`config.mk`:
```
export PLATFORM = sky130hd
export DESIGN_NAME = char_lcd_4bit_write_sequencer_top
export DESIGN_NICKNAME = d
export VERILOG_FILES = /design/src/sv/lcd4_pkg.sv /design/src/sv/lcd4_core.sv /design/src/sv/lcd4_obuf.sv /design/src/sv/char_lcd_4bit_write_sequencer_top.sv
export SDC_FILE = /design/constraint.sdc
export NUM_CORES = 1
export LEC_CHECK = 0
export ABC_AREA = 1
export BUFFER_PORTS_ARGS = -buffer_cell sky130_fd_sc_hd__buf_2
export CAP_MARGIN = 40
export CORE_MARGIN = 5
export CORE_UTILIZATION = 55
export CTS_CLUSTER_SIZE = 40
export DETAILED_ROUTE_END_ITERATION = 10
export PLACE_DENSITY = 0.73
export SYNTH_ARGS = -nofsm -noshare
export SYNTH_HDL_FRONTEND = slang
export SYNTH_SLANG_ARGS = --single-unit
```
`constraint.sdc`:
```
create_clock -name clk -period 5.75 [get_ports clk]
set_input_delay 0.2875 -clock clk [delete_from_list [all_inputs] [get_ports clk]]
set_output_delay 0.2875 -clock clk [all_outputs]
set_load 0.05 [all_outputs]
```
`src/sv/lcd4_pkg.sv`:
```
package lcd4_pkg;

  typedef struct packed {
    logic [1:0] mode;
    logic [7:0] byte_value;
  } in_t;

  typedef struct packed {
    logic [3:0] lcd_nibble;
    logic       lcd_enable;
    logic       lcd_register_select;
    logic       lcd_read_write;
    logic       busy_res;
    logic       dropped;
  } out_t;

  typedef struct packed {
    logic [15:0] data_setup_us;
    logic [15:0] enable_pulse_us;
    logic [15:0] power_wait_us;
    logic [15:0] reset_gap_us;
    logic [15:0] command_gap_us;
    logic [15:0] clear_wait_us;
  } cfg_t;

  typedef enum logic [1:0] {
    PH_IDLE   = 2'd0,
    PH_SETUP  = 2'd1,
    PH_ENABLE = 2'd2,
    PH_GAP    = 2'd3
  } phase_t;

  localparam logic [1:0] MODE_TICK  = 2'd0;
  localparam logic [1:0] MODE_INIT  = 2'd1;
  localparam logic [1:0] MODE_INSTR = 2'd2;
  localparam logic [1:0] MODE_DATA  = 2'd3;

  localparam logic [2:0] REG_DATA_SETUP   = 3'd0;
  localparam logic [2:0] REG_ENABLE_PULSE = 3'd1;
  localparam logic [2:0] REG_POWER_WAIT   = 3'd2;
  localparam logic [2:0] REG_RESET_GAP    = 3'd3;
  localparam logic [2:0] REG_COMMAND_GAP  = 3'd4;
  localparam logic [2:0] REG_CLEAR_WAIT   = 3'd5;

  localparam logic [4:0] STEP_NONE      = 5'd0;
  localparam logic [4:0] STEP_POWER     = 5'd1;
  localparam logic [4:0] STEP_RESET_END = 5'd4;
  localparam logic [4:0] STEP_LAST      = 5'd13;

  localparam logic [15:0] DATA_SETUP_RST   = 16'd20;
  localparam logic [15:0] ENABLE_PULSE_RST = 16'd20;
  localparam logic [15:0] POWER_WAIT_RST   = 16'd15000;
  localparam logic [15:0] RESET_GAP_RST    = 16'd5000;
  localparam logic [15:0] COMMAND_GAP_RST  = 16'd100;
  localparam logic [15:0] CLEAR_WAIT_RST   = 16'd2000;

  // Ticks left after the first one; a zero length still lasts one tick.
  function automatic logic [15:0] phase_count(input logic [15:0] len);
    phase_count = (len == 16'd0) ? 16'd0 : len - 16'd1;
  endfunction

  // Init nibble sent at a given init step: reset nibbles, 4-bit select,
  // then function set, display on, entry mode and clear as nibble pairs.
  function automatic logic [3:0] init_nibble(input logic [4:0] step);
    unique case (step)
      5'd2:    init_nibble = 4'h3;
      5'd3:    init_nibble = 4'h3;
      5'd4:    init_nibble = 4'h3;
      5'd5:    init_nibble = 4'h2;
      5'd6:    init_nibble = 4'h2;
      5'd7:    init_nibble = 4'h8;
      5'd8:    init_nibble = 4'h0;
      5'd9:    init_nibble = 4'hC;
      5'd10:   init_nibble = 4'h0;
      5'd11:   init_nibble = 4'h6;
      5'd12:   init_nibble = 4'h0;
      5'd13:   init_nibble = 4'h1;
      default: init_nibble = 4'h0;
    endcase
  endfunction

endpackage

```
`src/sv/lcd4_core.sv`:
```
module lcd4_core (
  input  logic            clk,
  input  logic            rst,
  input  logic            step_en,
  input  lcd4_pkg::in_t   item,
  input  lcd4_pkg::cfg_t  cfg,
  output lcd4_pkg::out_t  result
);

  logic [15:0]      count, count_next;
  logic [4:0]       init_step, init_step_next;
  lcd4_pkg::phase_t phase, phase_next;
  logic [7:0]       held_byte, held_byte_next;
  logic             low_pending, low_pending_next;
  logic [3:0]       data_lines, data_lines_next;
  logic             enable_line, enable_line_next;
  logic             select_line, select_line_next;
  logic             busy, drop;
  logic [15:0]      gap_len;
  logic [4:0]       step_inc;

  assign busy     = (init_step != lcd4_pkg::STEP_NONE) || (phase != lcd4_pkg::PH_IDLE);
  assign step_inc = init_step + 5'd1;

  always_comb begin
    priority if (init_step <= lcd4_pkg::STEP_RESET_END) begin
      gap_len = cfg.reset_gap_us;
    end else if (init_step < lcd4_pkg::STEP_LAST) begin
      gap_len = cfg.command_gap_us;
    end else begin
      gap_len = cfg.clear_wait_us;
    end
  end

  always_comb begin
    count_next       = count;
    init_step_next   = init_step;
    phase_next       = phase;
    held_byte_next   = held_byte;
    low_pending_next = low_pending;
    data_lines_next  = data_lines;
    enable_line_next = enable_line;
    select_line_next = select_line;
    drop             = 1'b0;
    if (busy) begin
      drop = (item.mode != lcd4_pkg::MODE_TICK);
      if (count != 16'd0) begin
        count_next = count - 16'd1;
      end else begin
        unique case (phase)
          lcd4_pkg::PH_SETUP: begin
            enable_line_next = 1'b1;
            phase_next       = lcd4_pkg::PH_ENABLE;
            count_next       = lcd4_pkg::phase_count(cfg.enable_pulse_us);
          end
          lcd4_pkg::PH_ENABLE: begin
            enable_line_next = 1'b0;
            if (init_step != lcd4_pkg::STEP_NONE) begin
              phase_next = lcd4_pkg::PH_GAP;
              count_next = lcd4_pkg::phase_count(gap_len);
            end else if (low_pending) begin
              low_pending_next = 1'b0;
              data_lines_next  = held_byte[3:0];
              phase_next       = lcd4_pkg::PH_SETUP;
              count_next       = lcd4_pkg::phase_count(cfg.data_setup_us);
            end else begin
              phase_next = lcd4_pkg::PH_IDLE;
              count_next = 16'd0;
            end
          end
          lcd4_pkg::PH_GAP: begin
            if (init_step >= lcd4_pkg::STEP_POWER && init_step < lcd4_pkg::STEP_LAST) begin
              init_step_next   = step_inc;
              data_lines_next  = lcd4_pkg::init_nibble(step_inc);
              enable_line_next = 1'b0;
              phase_next       = lcd4_pkg::PH_SETUP;
              count_next       = lcd4_pkg::phase_count(cfg.data_setup_us);
            end else begin
              init_step_next = lcd4_pkg::STEP_NONE;
              phase_next     = lcd4_pkg::PH_IDLE;
              count_next     = 16'd0;
            end
          end
          lcd4_pkg::PH_IDLE: begin
            init_step_next = lcd4_pkg::STEP_NONE;
            count_next     = 16'd0;
          end
          default: begin
            phase_next = lcd4_pkg::PH_IDLE;
          end
        endcase
      end
    end else if (item.mode == lcd4_pkg::MODE_INIT) begin
      data_lines_next  = 4'h0;
      enable_line_next = 1'b0;
      select_line_next = 1'b0;
      low_pending_next = 1'b0;
      init_step_next   = lcd4_pkg::STEP_POWER;
      phase_next       = lcd4_pkg::PH_GAP;
      count_next       = lcd4_pkg::phase_count(cfg.power_wait_us);
    end else if (item.mode != lcd4_pkg::MODE_TICK) begin
      select_line_next = (item.mode == lcd4_pkg::MODE_DATA);
      held_byte_next   = item.byte_value;
      low_pending_next = 1'b1;
      data_lines_next  = item.byte_value[7:4];
      enable_line_next = 1'b0;
      phase_next       = lcd4_pkg::PH_SETUP;
      count_next       = lcd4_pkg::phase_count(cfg.data_setup_us);
    end
  end

  always_comb begin
    result.lcd_nibble          = data_lines_next;
    result.lcd_enable          = enable_line_next;
    result.lcd_register_select = select_line_next;
    result.lcd_read_write      = 1'b0;
    result.busy_res            = (init_step_next != lcd4_pkg::STEP_NONE) ||
                                 (phase_next != lcd4_pkg::PH_IDLE);
    result.dropped             = drop;
  end

  always_ff @(posedge clk) begin
    if (rst) begin
      count       <= 16'd0;
      init_step   <= lcd4_pkg::STEP_NONE;
      phase       <= lcd4_pkg::PH_IDLE;
      held_byte   <= 8'h00;
      low_pending <= 1'b0;
      data_lines  <= 4'h0;
      enable_line <= 1'b0;
      select_line <= 1'b0;
    end else if (step_en) begin
      count       <= count_next;
      init_step   <= init_step_next;
      phase       <= phase_next;
      held_byte   <= held_byte_next;
      low_pending <= low_pending_next;
      data_lines  <= data_lines_next;
      enable_line <= enable_line_next;
      select_line <= select_line_next;
    end
  end

  a_enable_in_pulse: assert property (@(posedge clk) disable iff (rst)
    enable_line |-> (phase == lcd4_pkg::PH_ENABLE))
    else $error("enable high outside the enable phase");

  a_step_range: assert property (@(posedge clk) disable iff (rst)
    init_step <= lcd4_pkg::STEP_LAST)
    else $error("init step past the last nibble");

  a_low_not_in_init: assert property (@(posedge clk) disable iff (rst)
    low_pending |-> (init_step == lcd4_pkg::STEP_NONE))
    else $error("low nibble pending during init");

endmodule

```
`src/sv/lcd4_obuf.sv`:
```
module lcd4_obuf (
  input  logic           clk,
  input  logic           rst,
  input  logic           push,
  input  lcd4_pkg::out_t push_data,
  output logic           space,
  output logic           out_valid,
  input  logic           out_ready,
  output lcd4_pkg::out_t out_data
);

  logic           skid_valid;
  lcd4_pkg::out_t skid_data;
  logic           head_free;

  assign space     = !skid_valid;
  assign head_free = !out_valid || out_ready;

  always_ff @(posedge clk) begin
    if (rst) begin
      out_valid  <= 1'b0;
      skid_valid <= 1'b0;
    end else if (head_free) begin
      out_valid  <= skid_valid || push;
      skid_valid <= 1'b0;
    end else if (push) begin
      skid_valid <= 1'b1;
    end
  end

  always_ff @(posedge clk) begin
    if (head_free) begin
      out_data <= skid_valid ? skid_data : push_data;
    end else if (push) begin
      skid_data <= push_data;
    end
  end

  a_skid_behind_head: assert property (@(posedge clk) disable iff (rst)
    skid_valid |-> out_valid)
    else $error("skid holds a beat while head is empty");

endmodule

```
`src/sv/char_lcd_4bit_write_sequencer_top.sv`:
```
// Channel | Direction | Handshake              | Beat
// --------+-----------+------------------------+------------------------------------
// in      | input     | in_valid / in_ready    | in_data: mode, byte_value (1 tick)
// out     | output    | out_valid / out_ready  | out_data: LCD line levels, busy, drop
// cfg     | input     | cfg_valid / cfg_ready  | cfg_index (register), cfg_data (16b)
//
// Each in beat is one microsecond tick; the sequencer state advances in the
// cycle the beat is taken, and the line levels of that tick are registered
// in the output buffer. Throughput is one beat per cycle while in_ready is high.
// Synchronous reset restores the timing registers to their defaults and
// puts the sequencer idle with all lines low.
// A stalled out channel parks one beat in a skid stage; in_ready drops only
// once that stage is full. cfg_ready is always high.
module char_lcd_4bit_write_sequencer_top (
  input  logic           clk,
  input  logic           rst,
  input  logic           in_valid,
  output logic           in_ready,
  input  lcd4_pkg::in_t  in_data,
  output logic           out_valid,
  input  logic           out_ready,
  output lcd4_pkg::out_t out_data,
  input  logic           cfg_valid,
  output logic           cfg_ready,
  input  logic [2:0]     cfg_index,
  input  logic [15:0]    cfg_data
);

  lcd4_pkg::cfg_t cfg;
  lcd4_pkg::out_t result;
  logic           in_fire;
  logic           space;

  assign cfg_ready = 1'b1;
  assign in_ready  = space;
  assign in_fire   = in_valid && in_ready;

  // Timing registers; writes to an index past the list are dropped.
  always_ff @(posedge clk) begin
    if (rst) begin
      cfg.data_setup_us   <= lcd4_pkg::DATA_SETUP_RST;
      cfg.enable_pulse_us <= lcd4_pkg::ENABLE_PULSE_RST;
      cfg.power_wait_us   <= lcd4_pkg::POWER_WAIT_RST;
      cfg.reset_gap_us    <= lcd4_pkg::RESET_GAP_RST;
      cfg.command_gap_us  <= lcd4_pkg::COMMAND_GAP_RST;
      cfg.clear_wait_us   <= lcd4_pkg::CLEAR_WAIT_RST;
    end else if (cfg_valid && cfg_ready) begin
      unique case (cfg_index)
        lcd4_pkg::REG_DATA_SETUP:   cfg.data_setup_us   <= cfg_data;
        lcd4_pkg::REG_ENABLE_PULSE: cfg.enable_pulse_us <= cfg_data;
        lcd4_pkg::REG_POWER_WAIT:   cfg.power_wait_us   <= cfg_data;
        lcd4_pkg::REG_RESET_GAP:    cfg.reset_gap_us    <= cfg_data;
        lcd4_pkg::REG_COMMAND_GAP:  cfg.command_gap_us  <= cfg_data;
        lcd4_pkg::REG_CLEAR_WAIT:   cfg.clear_wait_us   <= cfg_data;
        default: ;
      endcase
    end
  end

  // Advance the sequencer once per accepted tick.
  lcd4_core u_core (
    .clk     (clk),
    .rst     (rst),
    .step_en (in_fire),
    .item    (in_data),
    .cfg     (cfg),
    .result  (result)
  );

  // Hold results until taken; skid one beat under backpressure.
  lcd4_obuf u_obuf (
    .clk       (clk),
    .rst       (rst),
    .push      (in_fire),
    .push_data (result),
    .space     (space),
    .out_valid (out_valid),
    .out_ready (out_ready),
    .out_data  (out_data)
  );

endmodule

```
# Yosys cells after proc, flatten, opt, wreduce, memory -nomap -nowiden
# Memory sizes are Yosys's and may differ from the RTL's.
# Cells that the tools add are included.
word_totals:
  romBits: 64
  memories: 1
  out_inout_bits: 12
  input_bits: 34
  ff_bits: 148
memory_table:
  columns: ["name", "words", "word_bits", "rd", "rd_clocked_by_memory_dff", "wr", "line", "text"]
  rows:
  - ["(no name shown)", 16, 4, 1, 0, 0, "lcd4_pkg.sv:65", "unique case (step)"]
op_classes:
  n_bitwise: 3
  n_eq_ne: 13
  reduce_logical: 32
  mux: 53
  add_sub_neg: 6
  order_cmp: 3
op_table:
  columns: ["operator", "count"]
  rows:
  - ["$mux W16", 13]
  - ["$sub A16 B1 Y16 const B", 5]
  - ["$logic_not A16 Y1", 4]
  - ["$pmux W16 S4", 1]
  - ["$mux W4", 8]
  - ["$mux W5", 4]
  - ["$mux W1", 17]
  - ["$reduce_and A2 Y1", 8]
  - ["$reduce_bool A16 Y1", 1]
  - ["$mux W2", 5]
  - ["$pmux W5 S2", 1]
  - ["$reduce_bool A5 Y1", 2]
  - ["$mux W9", 1]
  - ["$pmux W4 S2", 1]
  - ["$eq A2 B2 Y1 const B", 3]
  - ["$eq A3 B2 Y1 const B", 2]
  - ["$eq A3 B3 Y1 const B", 2]
  - ["$ne A2 B2 Y1 const B", 3]
  - ["$pmux W2 S3", 1]
  - ["$reduce_bool A2 Y1", 3]
  - ["$add A5 B1 Y5 const B", 1]
  - ["$ge A5 B1 Y1 const B", 1]
  - ["$le A5 B3 Y1 const B", 1]
  - ["$lt A5 B4 Y1 const B", 1]
  - ["13 further kinds", 21]

# Longest topological paths before layout
depth:
  word_depth: 9
  mapped_depth: 23

# Hierarchy
# From an unflattened synthesis, not the netlist that was laid out.
unflattened:
  cells_unflattened: 1508
  area_unflattened_um2: 9691.8
modules_own_cells:
  columns: ["module", "instances", "cells_per_inst", "area_each_um2"]
  rows:
  - ["lcd4_core", 1, 916, 5167.5]
  - ["char_lcd_4bit_write_sequencer_top", 1, 533, 3784.9]
  - ["lcd4_obuf", 1, 59, 739.5]

# Worst setup path before layout
# No wires, ideal clock.
synth_timing:
  kind: "register to register"
  from: "register u_core.init_step[0]"
  to: "register u_core.count[2]"
  required_time_ns: 5.618
  period_less_slack_ns: 2.703
  setup_ns: 0.132
  stages_incl_launch_ff: 23
  path_buffers: 1
  arrival_time_ns: 2.571
  setup_slack_ns: 3.047
  cell_sequence: "dfxtp_1 > inv_1 > ha_1 > inv_1 > nand2_1 > nand2_4 > buf_6 > nand3_1 > o21ai_2 > ha_1 > nand2_4 > nor2_8 > nand2_4 > nor2_4 > nor2_4 > nand3_1 > nand2_1 > nand2_1 > nand2_1 > nand2_1 > nand2_1 > nand2_1 > a21oi_1"
synth_via:
  elab_chain_cells: 9
  elab_cells_between_ends: 18
  classes_between: "add/sub: 1; order compare: 3; mux: 8; reduce/logical: 6"
synth_rtl:
  columns: ["element", "line", "text"]
  rows:
  - ["from (decl)", "lcd4_core.sv:11", "logic [4:0] init_step, init_step_next;"]
  - ["from (signal assigned)", "lcd4_core.sv:125", "init_step <= lcd4_pkg::STEP_NONE;"]
  - ["from (signal assigned)", "lcd4_core.sv:134", "init_step <= init_step_next;"]
  - ["$lt A5 B4 Y1", "lcd4_core.sv:28, lcd4_core.sv:72", null]
  - ["$mux W16", "lcd4_core.sv:28", "end else if (init_step < lcd4_pkg::STEP_LAST) begin"]
  - ["$mux W16", "lcd4_core.sv:26", "priority if (init_step <= lcd4_pkg::STEP_RESET_END) begin"]
  - ["$sub A16 B1 Y16 or $logic_not A16 Y1 (tied branches)", "lcd4_pkg.sv:59", "phase_count = (len == 16'd0) ? 16'd0 : len - 16'd1;"]
  - ["$mux W16", "lcd4_pkg.sv:59", null]
  - ["$mux W16", "lcd4_core.sv:58", "if (init_step != lcd4_pkg::STEP_NONE) begin"]
  - ["$pmux W16 S4", "lcd4_core.sv:50", "unique case (phase)"]
  - ["$mux W16", "lcd4_core.sv:47", "if (count != 16'd0) begin"]
  - ["$mux W16", "lcd4_core.sv:45", "if (busy) begin"]
  - ["to (signal assigned)", "lcd4_core.sv:133", "count <= count_next;"]
  - ["to (decl)", "lcd4_core.sv:10", "logic [15:0] count, count_next;"]
# Parallel ways exist; a longest one is shown, timed or not.
# A chain may end at the register's enable or synchronous reset.

# Worst setup path in the final report
layout_timing:
  from: "register u_core.init_step[0]"
  to: "register u_core.low_pending"
layout_via:
  elab_chain_cells: 4
  elab_cells_between_ends: 8
  classes_between: "eq/ne: 3; mux: 1; reduce/logical: 4"
layout_rtl:
  columns: ["element", "line", "text"]
  rows:
  - ["$reduce_bool A5 Y1 (*)", "lcd4_core.sv:22, lcd4_core.sv:58", null]
  - ["$logic_or A1 B1 Y1", "lcd4_core.sv:22", "assign busy = (init_step != lcd4_pkg::STEP_NONE) || (phase != lcd4_pkg::PH_IDLE);"]
  - ["$ne A2 B2 Y1 (no source line) or $reduce_bool A3 Y1 (tied branches)", null, null]
  - ["$reduce_and A5 Y1 (no source line)", null, null]
  - ["to (signal assigned)", "lcd4_core.sv:137", "low_pending <= low_pending_next;"]
  - ["to (decl)", "lcd4_core.sv:14", "logic low_pending, low_pending_next;"]
# Mark *: on every way between the ends. The rest lies on a longest branch, timed or not.

==> results by group <==
Timing
  – Setup Total Neg Slack: 0 ns
  – RSZ-0062 raised after global routing: no
  – Final Cycle Share: 63.47%
  – Slew Limit Fails: 0
  – Final hold violations: 0
  – Min Tclk post-route: around 3.6 ns
  – Clk_skew: 0.006725 ns
  – Setup-failing EPs final: 0
  – Worst Max-Slew Pin Slew: 0.8597 ns
  – Min Hold Slack: 0.08466 ns
  – Max_slew headroom: between 40 and 50%
  – Final WS setup: approximately 2.1 ns
  – Max Fclk: 274.0 MHz

Logic synthesis
  – Mux cell area share after synthesis: 0%
  – Synth Area in Compound Gates: 17.33%
  – Post-synth EDFFs: 16
  – Netlist Area Pre-Place: 9225 um^2
  – Largest family of logic cells by synthesized area: simple AND/OR/NAND/NOR gates
  – Synth warn: 0
  – Number of distinct library cells after synthesis: 56
  – Syn avg cell area: approximately 6.7 um^2
  – Share of the yosys chip area belonging to registers: around a third
  – Primary FF master, synth: dfxtp_1
  – Fraction of registers with async set/reset: 0%
  – Fraction of the mapped netlist area in adder cells: 2.306%
  – Mapped Nets: roughly 1400
  – Simple-Gate Fraction of Synth Area: 32.59%
  – Syn Inst Count: 1381
  – Post-synthesis xor/xnor area fraction: 4.842%
  – Flops & latches, synth: 148

Critical path
  – Worst-path fanout max: 26
  – WS Path Type: reg2reg
  – Crit-path slowest cell: nor2_2
  – Crit end category: flip-flop
  – CP startpoint: u_core.init_step[0]
  – Critical-path cell list: inv_1 > ha_1 > inv_1 > nor3_4 > inv_1 > nor2_2 > inv_2 > nor2_2 > nor2_2 > inv_1 > a211oi_1 > o21ai_0 > a21oi_1
  – Reg2reg start: u_core.init_step[0]
  – WP data required: 6.11 ns
  – Crit-path max cell delay: 0.69 ns
  – Critical Path AT: 4.00 ns
  – Startpoint types: flip-flop
  – Most Frequent Cell on Critical Path: inv_1

Drt
  – Detailed Routing Iterations Pass 1: 6
  – Initial DRC count: 909
  – Antenna viol nets, final: 0
  – Total routed wirelength: 27.27 mm
  – Vias per cell: approximately 5.6
  – DR vias: 9157
  – Wire per inst: 16.74 um
  – Drc violations: 0

Global route
  – GRT Util Overall: 27.63%
  – First-pass GRT wire length: ~43 mm
  – GR Overflow Total: 0
  – Vias in the first global route: 8128
  – Initial antenna violation count: 0
  – Largest net degree at the start of global routing: 85

Final layout
  – # diodes: 0
  – Multi-input gate area: around 5300 um^2
  – Layout Cells excl Fill: around 1600
  – Layout area overhead: 9.521%
  – Final nets: roughly 1400
  – Register Area: 3123 um^2
  – Layout cells sized above 1: 11.14%
  – Fillers: 1603

Floorplan
  – Initial Util: around 56%
  – FP Rows: 47
  – CORE AREA: around 17000 um^2
  – Height of the chip: 139.5 um
  – Die Area: ~19000 um^2
  – I/O pins: 46
  – Die width: 139.5 um

CTS
  – CTS tree: built
  – Later-pin clock latency in the skew report: 0.43 ns
  – H-Tree Depth: 4
  – # Post-CTS Setup Buffers: 0
  – Deepest clock path buffer count: 2
  – CTS clk-pin slew, worst paths: roughly 0.070 ns
  – Clock Root Buffer: clkbuf_16
  – TritonCTS Buffers: 17
  – CTS resizes: 0
  – Clock tree sinks: 148
  – Hold_buf cts: 0

Status
  – Outcome: finished, final reports clean

Placed design
  – GP Congestion: 1.022
  – Hpwl dp: 20.16 mm
  – Setup WS pre-CTS: 2.194 ns
  – Placed Instances: between 1500 and 2000
  – IO Port Bufs: 43

Pwr
  – Pwr dens: between 200 and 300 nW/um^2
  – Leak Pwr: roughly 4.6 nW
  – Peak VDD IR: 0.0002382 V
  – Power Total: 2.973 mW

Min path
  – HP Start: in_data[0]
  – HP Class: in2reg

Job
  – Max-cap violation count: 0
critical path: cells and delay by family, from the launching register on:
kind | cells | cell delay, ns
DFF | 1 | 0.54
and+or+nand+nor | 4 | 1.05
buffers and inverters | 5 | 1.21
AOI/OAI and AO/OA | 3 | 0.53
adders and majority gates | 1 | 0.23
path summary, 6_finish.rpt:
path                                             to  slack [ns]  depth (start not counted)
worst max-delay path             u_core.low_pending        2.10                         13
worst min-delay path            u_core.held_byte[0]        0.08                          3
worst max register to register   u_core.low_pending        2.10                         13
worst min register to register              cfg[32]        0.45                          2
Yosys cell counts (15+ instances only):
| library cell | n | area (um^2) |
|---|---|---|
| nand2_1 | 297 | 1115 |
| nor2_1 | 180 | 675.7 |
| o21ai_0 | 150 | 750.7 |
| dfxtp_1 | 132 | 2643 |
| inv_1 | 131 | 491.7 |
| nand3_1 | 105 | 525.5 |
| a21oi_1 | 93 | 465.5 |
| clkbuf_1 | 34 | 127.6 |
| xor2_1 | 33 | 289.0 |
| xnor2_1 | 18 | 157.7 |
| ha_1 | 17 | 212.7 |
| edfxtp_1 | 16 | 480.5 |
| nor2_2 | 15 | 93.84 |
registers in the layout, summed over array words and instances, names as in the netlist:
signal / count
u_obuf.out_data: 8
u_core.select_line: 1
u_core.held_byte: 4
u_core.enable_line: 1
u_obuf.skid_data: 8
u_obuf.out_valid: 1
u_obuf.skid_valid: 1
u_core.phase: 2
u_core.init_step: 5
u_core.low_pending: 1
u_core.count: 16
cfg: 96
u_core.data_lines: 4
kinds of logic after synthesis:
kind of cell | Yosys count
AOI/OAI and AO/OA | 297
xor gates and xnor gates | 51
adders and majority gates | 17
buffers and inverters | 200
DFF | 148
other | 2
and+or+nand+nor | 666
area by class of cell:
cell class	count	area share (%)
flip-flops and latches	148	30.91
repair buffers	50	2.848
clock inverters	11	1.127
well taps	220	2.724
multi-input cells	1033	52.19
inverters	146	5.449
clock buffers	21	4.755
report_power, final:
| group | switching, mW | internal, mW |
|---|---|---|
| combinational | 0.476 | 0.213 |
| sequential | 0.0510 | 1.11 |
| clock | 0.472 | 0.651 |
placed cells by master, fill, tap and decap left out, types with 3 or more instances in the layout:
| cell type | n |
|---|---|
| a31oi_1 | 10 |
| clkbuf_8 | 4 |
| inv_1 | 130 |
| nor2_2 | 15 |
| nor3_1 | 12 |
| xor2_1 | 33 |
| a211oi_1 | 3 |
| nand3_2 | 4 |
| nand4_1 | 8 |
| nand2_4 | 8 |
| buf_4 | 6 |
| nand2_1 | 297 |
| clkinv_1 | 5 |
| inv_2 | 10 |
| nand2_2 | 10 |
| nor2_4 | 6 |
| nand3_1 | 105 |
| nand3_4 | 3 |
| a22oi_1 | 5 |
| xnor2_1 | 18 |
| nor2_1 | 180 |
| o21ai_1 | 12 |
| o21ai_0 | 150 |
| clkbuf_16 | 17 |
| clkinv_4 | 3 |
| o22ai_1 | 6 |
| buf_2 | 43 |
| edfxtp_1 | 16 |
| a21oi_2 | 3 |
| o211ai_1 | 3 |
| nor3_2 | 3 |
| inv_6 | 5 |
| dfxtp_1 | 132 |
| ha_1 | 17 |
| nor4_1 | 3 |
| a21oi_1 | 93 |
through the flow:
stage	utilization, %	instance area, um^2
after floorplan	-	9225
after global placement	57.29	9467
after detailed placement	57.55	9509
after CTS	61.14	10100
after global routing	61.14	10100
final	61.14	10100
layer usage:
metal  track usage [%]  part of all wire (%)  vias up
li1                  -                     -     4544
met1             38.41                    44     4210
met2             43.79                    46      353
met3             3.979                   7.1       50
met4             10.20                   3.0        0
met5                 0                     0        -
Power figures use the tool's default switching activity.
